`src/rtl/itl_pkg.sv`:
```
`timescale 1ns / 1ps

package itl_pkg;

    // Defaults for the top-level parameters
    localparam int TABLE_DEPTH_DEF = 1024;
    localparam int TIME_BITS_DEF   = 32;

    // Fixed field widths of the request and result channels
    localparam int FIELD_TIME_W  = 32;
    localparam int FIELD_LIMIT_W = 11;
    localparam int FIELD_INDEX_W = 10;
    localparam int FIELD_COUNT_W = 11;
    localparam int FIELD_STAT_W  = 2;

    // Depth of the queue between the front and back parts
    localparam int QUEUE_DEPTH = 2;

    // Result status codes
    localparam logic [FIELD_STAT_W-1:0] STAT_OK        = 2'd0;
    localparam logic [FIELD_STAT_W-1:0] STAT_BAD_ORDER = 2'd1;
    localparam logic [FIELD_STAT_W-1:0] STAT_FULL      = 2'd2;

    // Request kinds
    typedef enum logic {
        OP_LOAD   = 1'b0,
        OP_LOOKUP = 1'b1
    } itl_op_t;

endpackage

```
`src/rtl/itl_front.sv`:
```
`timescale 1ns / 1ps

module itl_front #(
    parameter int TIME_BITS = itl_pkg::TIME_BITS_DEF
) (
    input  logic                               aclk,
    input  logic                               aresetn,
    input  logic                               s_valid,
    output logic                               s_ready,
    input  logic                               s_req_type,
    input  logic [itl_pkg::FIELD_TIME_W-1:0]   s_start_time,
    input  logic [itl_pkg::FIELD_TIME_W-1:0]   s_end_time,
    input  logic [itl_pkg::FIELD_TIME_W-1:0]   s_query_time,
    output logic                               cmd_valid,
    input  logic                               cmd_ready,
    output itl_pkg::itl_op_t                   cmd_op,
    output logic [TIME_BITS-1:0]               cmd_time_a,
    output logic [TIME_BITS-1:0]               cmd_time_b
);

    import itl_pkg::*;

    localparam int PTR_W  = (QUEUE_DEPTH > 1) ? $clog2(QUEUE_DEPTH) : 1;
    localparam int FILL_W = $clog2(QUEUE_DEPTH + 1);

    itl_op_t              op_q     [QUEUE_DEPTH];
    logic [TIME_BITS-1:0] time_a_q [QUEUE_DEPTH];
    logic [TIME_BITS-1:0] time_b_q [QUEUE_DEPTH];

    logic [PTR_W-1:0]  wr_ptr_reg, wr_ptr_next;
    logic [PTR_W-1:0]  rd_ptr_reg, rd_ptr_next;
    logic [FILL_W-1:0] fill_reg, fill_next;

    logic    push;
    logic    pop;
    itl_op_t in_op;
    logic [TIME_BITS-1:0] in_time_a;
    logic [TIME_BITS-1:0] in_time_b;

    // Classify: a lookup carries its query time in the first slot
    assign in_op     = itl_op_t'(s_req_type);
    assign in_time_a = (in_op == OP_LOOKUP) ? TIME_BITS'(s_query_time)
                                            : TIME_BITS'(s_start_time);
    assign in_time_b = TIME_BITS'(s_end_time);

    assign s_ready   = (fill_reg != FILL_W'(QUEUE_DEPTH));
    assign cmd_valid = (fill_reg != '0);
    assign push      = s_valid && s_ready;
    assign pop       = cmd_valid && cmd_ready;

    assign cmd_op     = op_q[rd_ptr_reg];
    assign cmd_time_a = time_a_q[rd_ptr_reg];
    assign cmd_time_b = time_b_q[rd_ptr_reg];

    always_comb begin
        wr_ptr_next = wr_ptr_reg;
        rd_ptr_next = rd_ptr_reg;
        fill_next   = fill_reg;
        if (push) begin
            wr_ptr_next = (wr_ptr_reg == PTR_W'(QUEUE_DEPTH - 1)) ? '0
                                                                  : wr_ptr_reg + PTR_W'(1);
        end
        if (pop) begin
            rd_ptr_next = (rd_ptr_reg == PTR_W'(QUEUE_DEPTH - 1)) ? '0
                                                                  : rd_ptr_reg + PTR_W'(1);
        end
        if (push && !pop) begin
            fill_next = fill_reg + FILL_W'(1);
        end else if (pop && !push) begin
            fill_next = fill_reg - FILL_W'(1);
        end
    end

    always_ff @(posedge aclk) begin
        if (!aresetn) begin
            wr_ptr_reg <= '0;
            rd_ptr_reg <= '0;
            fill_reg   <= '0;
        end else begin
            wr_ptr_reg <= wr_ptr_next;
            rd_ptr_reg <= rd_ptr_next;
            fill_reg   <= fill_next;
        end
    end

    always_ff @(posedge aclk) begin
        if (push) begin
            op_q[wr_ptr_reg]     <= in_op;
            time_a_q[wr_ptr_reg] <= in_time_a;
            time_b_q[wr_ptr_reg] <= in_time_b;
        end
    end

endmodule

```
`config.mk`:
```
export PLATFORM = sky130hd
export DESIGN_NAME = itl_front
export DESIGN_NICKNAME = d
export VERILOG_FILES = /design/src/rtl/itl_pkg.sv /design/src/rtl/itl_front.sv
export SDC_FILE = /design/constraint.sdc
export NUM_CORES = 1
export LEC_CHECK = 0
export ABC_AREA = 1
export BUFFER_PORTS_ARGS = -buffer_cell sky130_fd_sc_hd__buf_4
export CAP_MARGIN = 20
export CELL_PAD_IN_SITES_DETAIL_PLACEMENT = 0
export CELL_PAD_IN_SITES_GLOBAL_PLACEMENT = 2
export CORE_ASPECT_RATIO = 0.6
export CORE_MARGIN = 1
export CORE_UTILIZATION = 37
export DETAILED_ROUTE_END_ITERATION = 16
export PLACE_DENSITY_LB_ADDON = 0.2
export SLEW_MARGIN = 5
export SYNTH_ARGS = -nofsm -noshare
export SYNTH_HDL_FRONTEND = slang
export SYNTH_SLANG_ARGS = --single-unit
```
`constraint.sdc`:
```
create_clock -name aclk -period 4.45 [get_ports aclk]
set_input_delay 0.445 -clock aclk [delete_from_list [all_inputs] [get_ports aclk]]
set_output_delay 0.445 -clock aclk [all_outputs]
set_load 0.01 [all_outputs]
```
## After elaboration in Yosys (flattened, before gate mapping)

Memories as Yosys holds them, arrays and structs flattened. A register that Yosys moved wholly into a read port is not among the register bits.
Index checks and enable logic that the tools add are counted.

| operators by class | value |
|---|---|
| add/sub/neg operators | 4 |
| $mul | 0 |
| div/mod/pow operators | 0 |
| magnitude comparators | 0 |
| equal/unequal tests | 1 |
| shift-type cells | 0 |
| mux-type cells | 13 |
| bitwise gates (word level) | 0 |
| reduce and logical (&&, ||, !) cells | 8 |

Operator list:

| kind | count |
|---|---|
| two-way mux 32 bit | 1 |
| two-way mux 1 bit | 10 |
| logical AND 1 bit | 4 |
| two-way mux 2 bit | 2 |
| nonzero test 2 bit | 2 |
| adder 1 bit, second input constant | 2 |
| adder 2 x 1 -> 2 bit, second input constant | 1 |
| logical NOT 1 bit | 2 |
| != test 2 bit, second input constant | 1 |
| subtractor 2 x 1 -> 2 bit, second input constant | 1 |

| word-level totals | value |
|---|---|
| flip-flop bits (word level) | 4 |
| latch bits | 0 |
| bits in writable memories | 130 |
| memory bits (read-only) | 0 |
| input bits | 101 |
| memories | 3 |

Memories:

| name | words | width | read ports | clocked after memory_dff | wr ports | RTL line | text |
|---|---|---|---|---|---|---|---|
| time_a_q | 2 | 32 | 1 | 1 | 1 | itl_front.sv:27 | `logic [TIME_BITS-1:0] time_a_q [QUEUE_DEPTH];` |
| time_b_q | 2 | 32 | 1 | 1 | 1 | itl_front.sv:28 | `logic [TIME_BITS-1:0] time_b_q [QUEUE_DEPTH];` |
| op_q | 2 | 1 | 1 | 1 | 1 | itl_front.sv:26 | `itl_op_t op_q [QUEUE_DEPTH];` |

## Depth between registers and ports, before layout

Gate-level depths: netlist (run 1).

| depth | value |
|---|---|
| depth in word-level cells | 6 |
| gate-level depth with buffers | 11 |
| depth with buffers taken out | 11 |

## Worst setup path after synthesis (run 1)

Ideal clock, no wire load.

| timing | value |
|---|---|
| path kind | register -> register |
| start | register fill_reg[0] |
| end | memory op_q[0] in the netlist's numbering (enable) |
| setup time | 488 ps |
| arrival | 3,355 ps |
| required time | 3,962 ps |
| slack | 607 ps |
| stages on the path, launching flop included | 5 |
| buffers on the path | 0 |
| path through | dfxtp_1 inv_1 nand2_1 nand2_1 nor2_1 |

| between the ends | value |
|---|---|
| longest elaborated chain between the ends | 4 |

Ends and longest elaborated chain:

| element | RTL line | text |
|---|---|---|
| start: declaration | itl_front.sv:32 | `logic [FILL_W-1:0] fill_reg, fill_next;` |
| start signal: assignment | itl_front.sv:82 | `fill_reg <= fill_next;` |
| != test 2 bit | itl_front.sv:46 | `assign s_ready = (fill_reg != FILL_W'(QUEUE_DEPTH));` |
| net s_ready | itl_front.sv:9 | `output logic s_ready,` |
| logical AND 1 bit | itl_front.sv:48 | `assign push = s_valid && s_ready;` |
| two-way mux 1 bit | itl_front.sv:87 | `if (push) begin` |
| two-way mux 1 bit (implied by the code) | itl_front.sv:88 | `op_q[wr_ptr_reg] <= in_op;` |
| end: declaration | itl_front.sv:26 |  |

The timed path passes the listed nets, and every way through them passes these cells.

==> impl_metrics.py, run 1 <==
metrics = {
    "timing": {
        "slew_headroom": 0.3502,
        "max_slew.worst_pin.slew_ns": 0.9724,
        "setup_tns_ns": 0,
        "skew_ns": 0.008565,
        "min_period_ns": 2.669,
        "rsz0062_at_grt": "no",
        "max_freq_ghz": 0.3747,
        "drv_slew": 0,
        "setup_ws_ns": 1.781,
        "setup_viol": 0,
        "finalHoldViolations": 0,
        "fin_crit_sh": 0.5998,
    },
    "clock_tree": {
        "post-cts-setup-buffer-count": 0,
        "clkSinkCount": 135,
        "clk_pin_slew_ns": 0.06,
        "htreeDepth": 4,
        "clkLatencyLatePin_ns": 0.40,
        "cts_buffer_depth": 2,
        "cts_resized": 0,
        "hold_buffers": 0,
        "cts_tree": "built",
        "cts_root_buf": "clkbuf_16",
        "cts_buffers": 17,
    },
    "logic_synthesis": {
        "syn_nets": 377,
        "yosysWarnings": 0,
        "async_reset_ff_frac": 0,
        "synth_top_area_frac": 0.7019,
        "synthCells": 275,
        "synth_compound_area_frac": 0.004049,
        "synth_edf_count": 130,
        "ys_top_cells_by_count": "edfxtp_1 (130), mux2_4 (57), mux2_2 (38), buf_6 (9), nand2_1 (9)",
        "synth_fa_ha_area_frac": 0.002250,
        "muxShareOfSynthArea": 0.2349,
        "syn_area_um2": 5562,
        "synth_xor_area_frac": 0,
        "synth_top_cell_by_area": "edfxtp_1",
        "ys_ff_latch": 135,
        "synth_top_family_by_area": "multiplexers",
        "ys_seq_area_frac": 0.7199,
        "yosys.area_share.simple": 0.01350,
        "netlist_top_cells_area": "edfxtp_1 (70%), mux2_4 (15%), mux2_2 (7.7%)",
        "yosysMostFrequentCell": "edfxtp_1",
        "postSynthAreaPerCell_um2": 20.22,
        "ys_types": 16,
        "synth_ff_type": "edfxtp_1",
    },
    "floorplan": {
        "ioPinCount": 168,
        "die_y_um": 96.97,
        "core_area_um2": 14590,
        "die_w_um": 160.3,
        "rows": 34,
        "dieArea_um2": 15540,
        "start_util": 0.3812,
    },
    "grt": {
        "grt_pass1_vias": 3009,
        "antenna_found_initial": 0,
        "grt_overflow_total": 0,
        "grt_pass1_wl_mm": 16.46,
        "grt_max_degree": 48,
        "grt_use_total": 0.1441,
    },
    "setup_path": {
        "required_ns": 4.01,
        "path_class": "flop to output port",
        "crit_path_frequent_cell": "buf_4",
        "crit_chain": "buf_4 -> mux2_4 -> buf_4",
        "max_stage_delay_ns": 0.87,
        "crit_family": "flip-flops",
        "worst_ep_arrival_time_ns": 2.22,
        "crit_buf_inv": 2,
        "cp_max_fo": 47,
        "cp-start-kind": "flop",
        "cp-end-kind": "output port",
        "crit_slowest_cell": "dfxtp_4",
    },
    "routing": {
        "ant_nets": 0,
        "drt-total-wl_mm": 10.55,
        "drt_first_pass_iters": 4,
        "drtIter0Drc": 170,
        "drc": 0,
        "vias_per_cell": 4.423,
        "wire_per_inst_um": 15.87,
        "vias": 2941,
    },
    "power_and_ir_drop": {
        "peakVddDrop_uv": 286.1,
        "switchingPower_mw": 1.053,
        "swShare": 0.2550,
        "p_leak_nw": 3.026,
        "seq_power_share": 0.417,
        "combPwrFrac": 0.245,
        "internal_power_mw": 3.078,
        "power.density_nw_per_um2": 543.0,
        "clkPwrFrac": 0.338,
        "total_power_mw": 4.131,
    },
    "run_status": {
        "outcome": "complete, no violations",
    },
    "layout": {
        "fill_cells": 1215,
        "seq_area_um2": 4008,
        "final_core_util": 0.5214,
        "diodes": 0,
        "final_nets": 557,
        "design_area_um2": 7607,
        "area_delta_synth_final_pct": 36.78,
        "largest_registers": "time_a_q: 64 flops, time_b_q: 64 flops",
        "multi_input_area_um2": 1431,
        "drive_gt1_frac": 0.6445,
    },
    "place": {
        "place_congestion": 0.7040,
        "dp_hpwl_mm": 7.333,
        "place_ws_ns": 2.128,
        "dpl_cell_area_um2": 7008,
        "io_buffer_count": 167,
    },
    "worst_hold_path": {
        "hp-class": "input port to flop",
    },
    "flow_run": {
        "cap_violations": 0,
    },
}
-- cell families (layout without fill, tap and decap cells) --
kind of cell    count (synthesis)  after routing
flops                         135            135
mux                            97             97
simple gates                   19             19
buf+inv                        19            211
compound gates                  4              4
fa+ha+maj                       1              1
-- placed cells by master (no fill, tap or decap), types with 3 or more instances in the layout --
cell type / count
buf_4: 172
bufinv_16: 3
clkbuf_16: 17
clkinvlp_4: 4
dfxtp_1: 4
edfxtp_1: 130
inv_1: 8
inv_6: 4
mux2_2: 38
mux2_4: 57
nand2_1: 9
nor2_1: 6
-- worst paths after layout --
path	start	end	slack, ns	cells past startpoint
max	flop	cmd_time_b[10]	1.78	3
min	s_end_time[18]	time_b_q[0][18]	0.22	1
min reg2reg	rd_ptr_reg	rd_ptr_reg	0.50	2
max reg2reg	fill_reg[0]	time_a_q[1][14]	2.21	5
-- layer usage --
layer  GRT usage  up-vias  wire [µm]
met2      0.1973      122       4286
met1      0.1934     1393       5093
li1            -     1421          -
met5           0        -          0
met4     0.04615        0         68
met3     0.07762        5       1103
-- layout make-up --
class | instances | area share
multi-input cells | 121 | 0.1882
inverters | 8 | 0.003947
repair buffers | 172 | 0.1697
clock inverters | 14 | 0.02286
clock buffers | 17 | 0.05592
flip-flops and latches | 135 | 0.5268
well taps | 198 | 0.03257
-- stage by stage --
| stage | instances | hold WS [ns] |
|---|---|---|
| floorplan | 275 | 0.4669 |
| finish | 665 | 0.2246 |
| global placement | 634 | 0.4817 |
| CTS | 665 | 0.2077 |
| detailed placement | 634 | 0.4852 |
| global route | 665 | 0.1970 |
-- power groups by stage --
stage / clock (mW) / combinational, mW / sequential, mW
after floorplan: 0 / 0.648 / 1.69
after global placement: 0 / 1.02 / 1.75
after detailed placement: 0 / 1.03 / 1.75
after CTS: 1.43 / 1.03 / 1.73
after global routing: 1.49 / 1.10 / 1.74
final: 1.40 / 1.01 / 1.72
-- worst register-to-register path: cells and delay by family, from the launching register on --
kind	cells	cell delay [ns]
simple gates	3	1.04
buf+inv	2	0.53
flops	1	0.34
Power figures use the tool's default switching activity.
==> inputs of run 2 (changes only) <==
ABC_AREA = 0   (was 1)
CORE_UTILIZATION = 36   (was 37)
clock period = 2.75 ns   (was 4.45 ns; I/O delays follow)
==> impl_metrics.py, run 2 <==
metrics = {
    "floorplan": {
        "core_area_um2": 14040,
        "ioPinCount": 168,
        "dieArea_um2": 15260,
        "die_y_um": 96.10,
        "rows": 33,
        "start_util": 0.3784,
        "die_w_um": 158.8,
    },
    "logic_synthesis": {
        "ys_seq_area_frac": 0.7537,
        "syn_nets": 364,
        "ys_types": 22,
        "ys_ff_latch": 135,
        "netlist_top_cells_area": "edfxtp_1 (73%), mux2_2 (20%), dfxtp_1 (1.9%)",
        "syn_area_um2": 5313,
        "async_reset_ff_frac": 0,
        "synth_top_area_frac": 0.7348,
        "yosysMostFrequentCell": "edfxtp_1",
        "ys_top_cells_by_count": "edfxtp_1 (130), mux2_2 (95), buf_4 (8), dfxtp_1 (5), and2_1 (4)",
        "postSynthAreaPerCell_um2": 20.28,
        "synth_ff_type": "edfxtp_1",
        "synthCells": 262,
        "synth_edf_count": 130,
        "yosysWarnings": 0,
        "synth_top_cell_by_area": "edfxtp_1",
    },
    "timing": {
        "max_freq_ghz": 0.4658,
        "setup_viol": 0,
        "rsz0062_at_grt": "no",
        "drv_slew": 0,
        "finalHoldViolations": 0,
        "min_period_ns": 2.147,
        "setup_tns_ns": 0,
        "skew_ns": 0.007480,
        "slew_headroom": 0.6493,
        "fin_crit_sh": 0.7806,
        "max_slew.worst_pin.slew_ns": 0.5261,
        "holdWs_ns": 0.04764,
    },
    "layout": {
        "area_delta_synth_final_pct": 40.01,
        "final_cell_mix": "buf_4 (172), edfxtp_1 (130), mux2_2 (95)",
        "drive_gt1_frac": 0.6689,
        "layout_commonest_cell": "buf_4",
        "final_nets": 546,
        "fill_cells": 1212,
        "largest_registers": "time_a_q: 64 flops, time_b_q: 64 flops",
        "diodes": 0,
        "final_core_util": 0.5299,
    },
    "worst_hold_path": {
        "hp-start": "s_end_time[28]",
        "hp-class": "input port to flop",
    },
    "clock_tree": {
        "clk_pin_slew_ns": 0.06,
        "cts_buffers": 17,
        "clkLatencyLatePin_ns": 0.41,
        "cts_resized": 0,
        "cts_buffer_depth": 2,
        "clkSinkCount": 135,
        "hold_buffers": 0,
        "cts_root_buf": "clkbuf_16",
        "htreeDepth": 4,
        "post-cts-setup-buffer-count": 0,
        "cts_tree": "built",
    },
    "grt": {
        "grt_pass1_vias": 3068,
        "grt_pass1_wl_mm": 16.27,
        "grt_max_degree": 39,
        "antenna_found_initial": 0,
        "grt_use_total": 0.1468,
        "grt_overflow_total": 0,
    },
    "setup_path": {
        "max_stage_delay_ns": 0.63,
        "path_class": "flop to output port",
        "worst_ep_arrival_time_ns": 1.87,
        "crit_chain": "buf_4 -> mux2_2 -> buf_4",
        "crit_path_frequent_cell": "buf_4",
        "cp_max_fo": 17,
        "cp-end-kind": "output port",
        "cp-start-kind": "flop",
        "rr_startpoint": "fill_reg[0]",
        "crit_slowest_cell": "dfxtp_2",
        "required_ns": 2.48,
    },
    "routing": {
        "vias": 2931,
        "wl_met3_mm": 1.039,
        "drc": 0,
        "wire_per_inst_um": 16.36,
        "ant_nets": 0,
        "drt-total-wl_mm": 10.60,
        "drt_first_pass_iters": 4,
        "drtIter0Drc": 121,
        "wl_met2_mm": 4.439,
        "vias_per_cell": 4.523,
        "top_layer_used": "met4",
        "wl_met1_mm": 5.011,
    },
    "power_and_ir_drop": {
        "power.density_nw_per_um2": 908.8,
        "peakVddDrop_uv": 418.4,
        "p_leak_nw": 2.824,
    },
    "flow_run": {
        "cap_violations": 0,
    },
    "place": {
        "dp_hpwl_mm": 7.256,
        "place_congestion": 0.6964,
        "io_buffer_count": 167,
    },
    "run_status": {
        "outcome": "complete, no violations",
    },
}
## run 2: cell count changes after synthesis, sizes merged, moves of 2 or more
cell    delta
nand2      -9
and2       +4
xnor2      +2
nor2       -8
a21boi     +2
inv        -7
## run 2: area by class of cell
| cell class | count | area, µm² | share of cell area |
|---|---|---|---|
| Multi-Input combinational cell | 115 | 1232 | 0.1657 |
| Tap cell | 192 | 240.2 | 0.03230 |
| Sequential cell | 135 | 4005 | 0.5384 |
| Inverter | 1 | 3.754 | 0.0005046 |
| Clock inverter | 13 | 196.4 | 0.02641 |
| Clock buffer | 18 | 429.2 | 0.05770 |
| Timing Repair Buffer | 174 | 1331 | 0.1790 |
## run 2: final timing paths
kind / slack, ns / cells past startpoint / to
min: 0.05 / 1 / time_b_q[0][28]
min reg2reg: 0.59 / 2 / fill_reg[1]
max reg2reg: 0.92 / 4 / time_b_q[0][23]
max: 0.60 / 3 / cmd_time_b[30]
## run 2: layer usage
layer,track usage,up-vias
met3,0.07023,9
met5,0,-
met4,0.06068,0
met1,0.1878,1401
li1,-,1394
met2,0.2135,127
## run 2: worst max-delay path, delay by kind of cell (launching register included)
| kind | cells | cell delay, ns |
|---|---|---|
| flip-flops | 1 | 0.63 |
| multiplexers | 1 | 0.37 |
| buffers and inverters | 2 | 0.45 |
## run 2: cell families after synthesis
kind of cell,after synthesis,synth area share
adders and majority gates,1,0.002355
DFF,135,0.7537
and+or+nand+nor,9,0.01225
muxes,97,0.2056
buffers and inverters,12,0.01460
AOI/OAI and AO/OA,5,0.006594
xor gates and xnor gates,3,0.004947
## run 2: stage by stage
step | instances | total power, mW | area [µm²] | worst slack [ns]
final | 648 | 6.760 | 7438 | 0.6033
after global routing | 648 | 7.065 | 7438 | 0.4762
after CTS | 648 | 6.858 | 7438 | 0.5246
after detailed placement | 617 | 4.463 | 6813 | 0.8799
after global placement | 617 | 4.440 | 6813 | 0.9534
after floorplan | 262 | 3.633 | 5313 | 0.1698
## run 2: power by group
group | total [mW] | leakage, nW | switching [mW] | internal, mW
sequential | 2.69 | 1.26 | 0.109 | 2.58
combinational | 1.69 | 1.27 | 0.761 | 0.928
clock | 2.38 | 0.298 | 0.849 | 1.53
total | 6.76 | 2.82 | 1.72 | 5.04
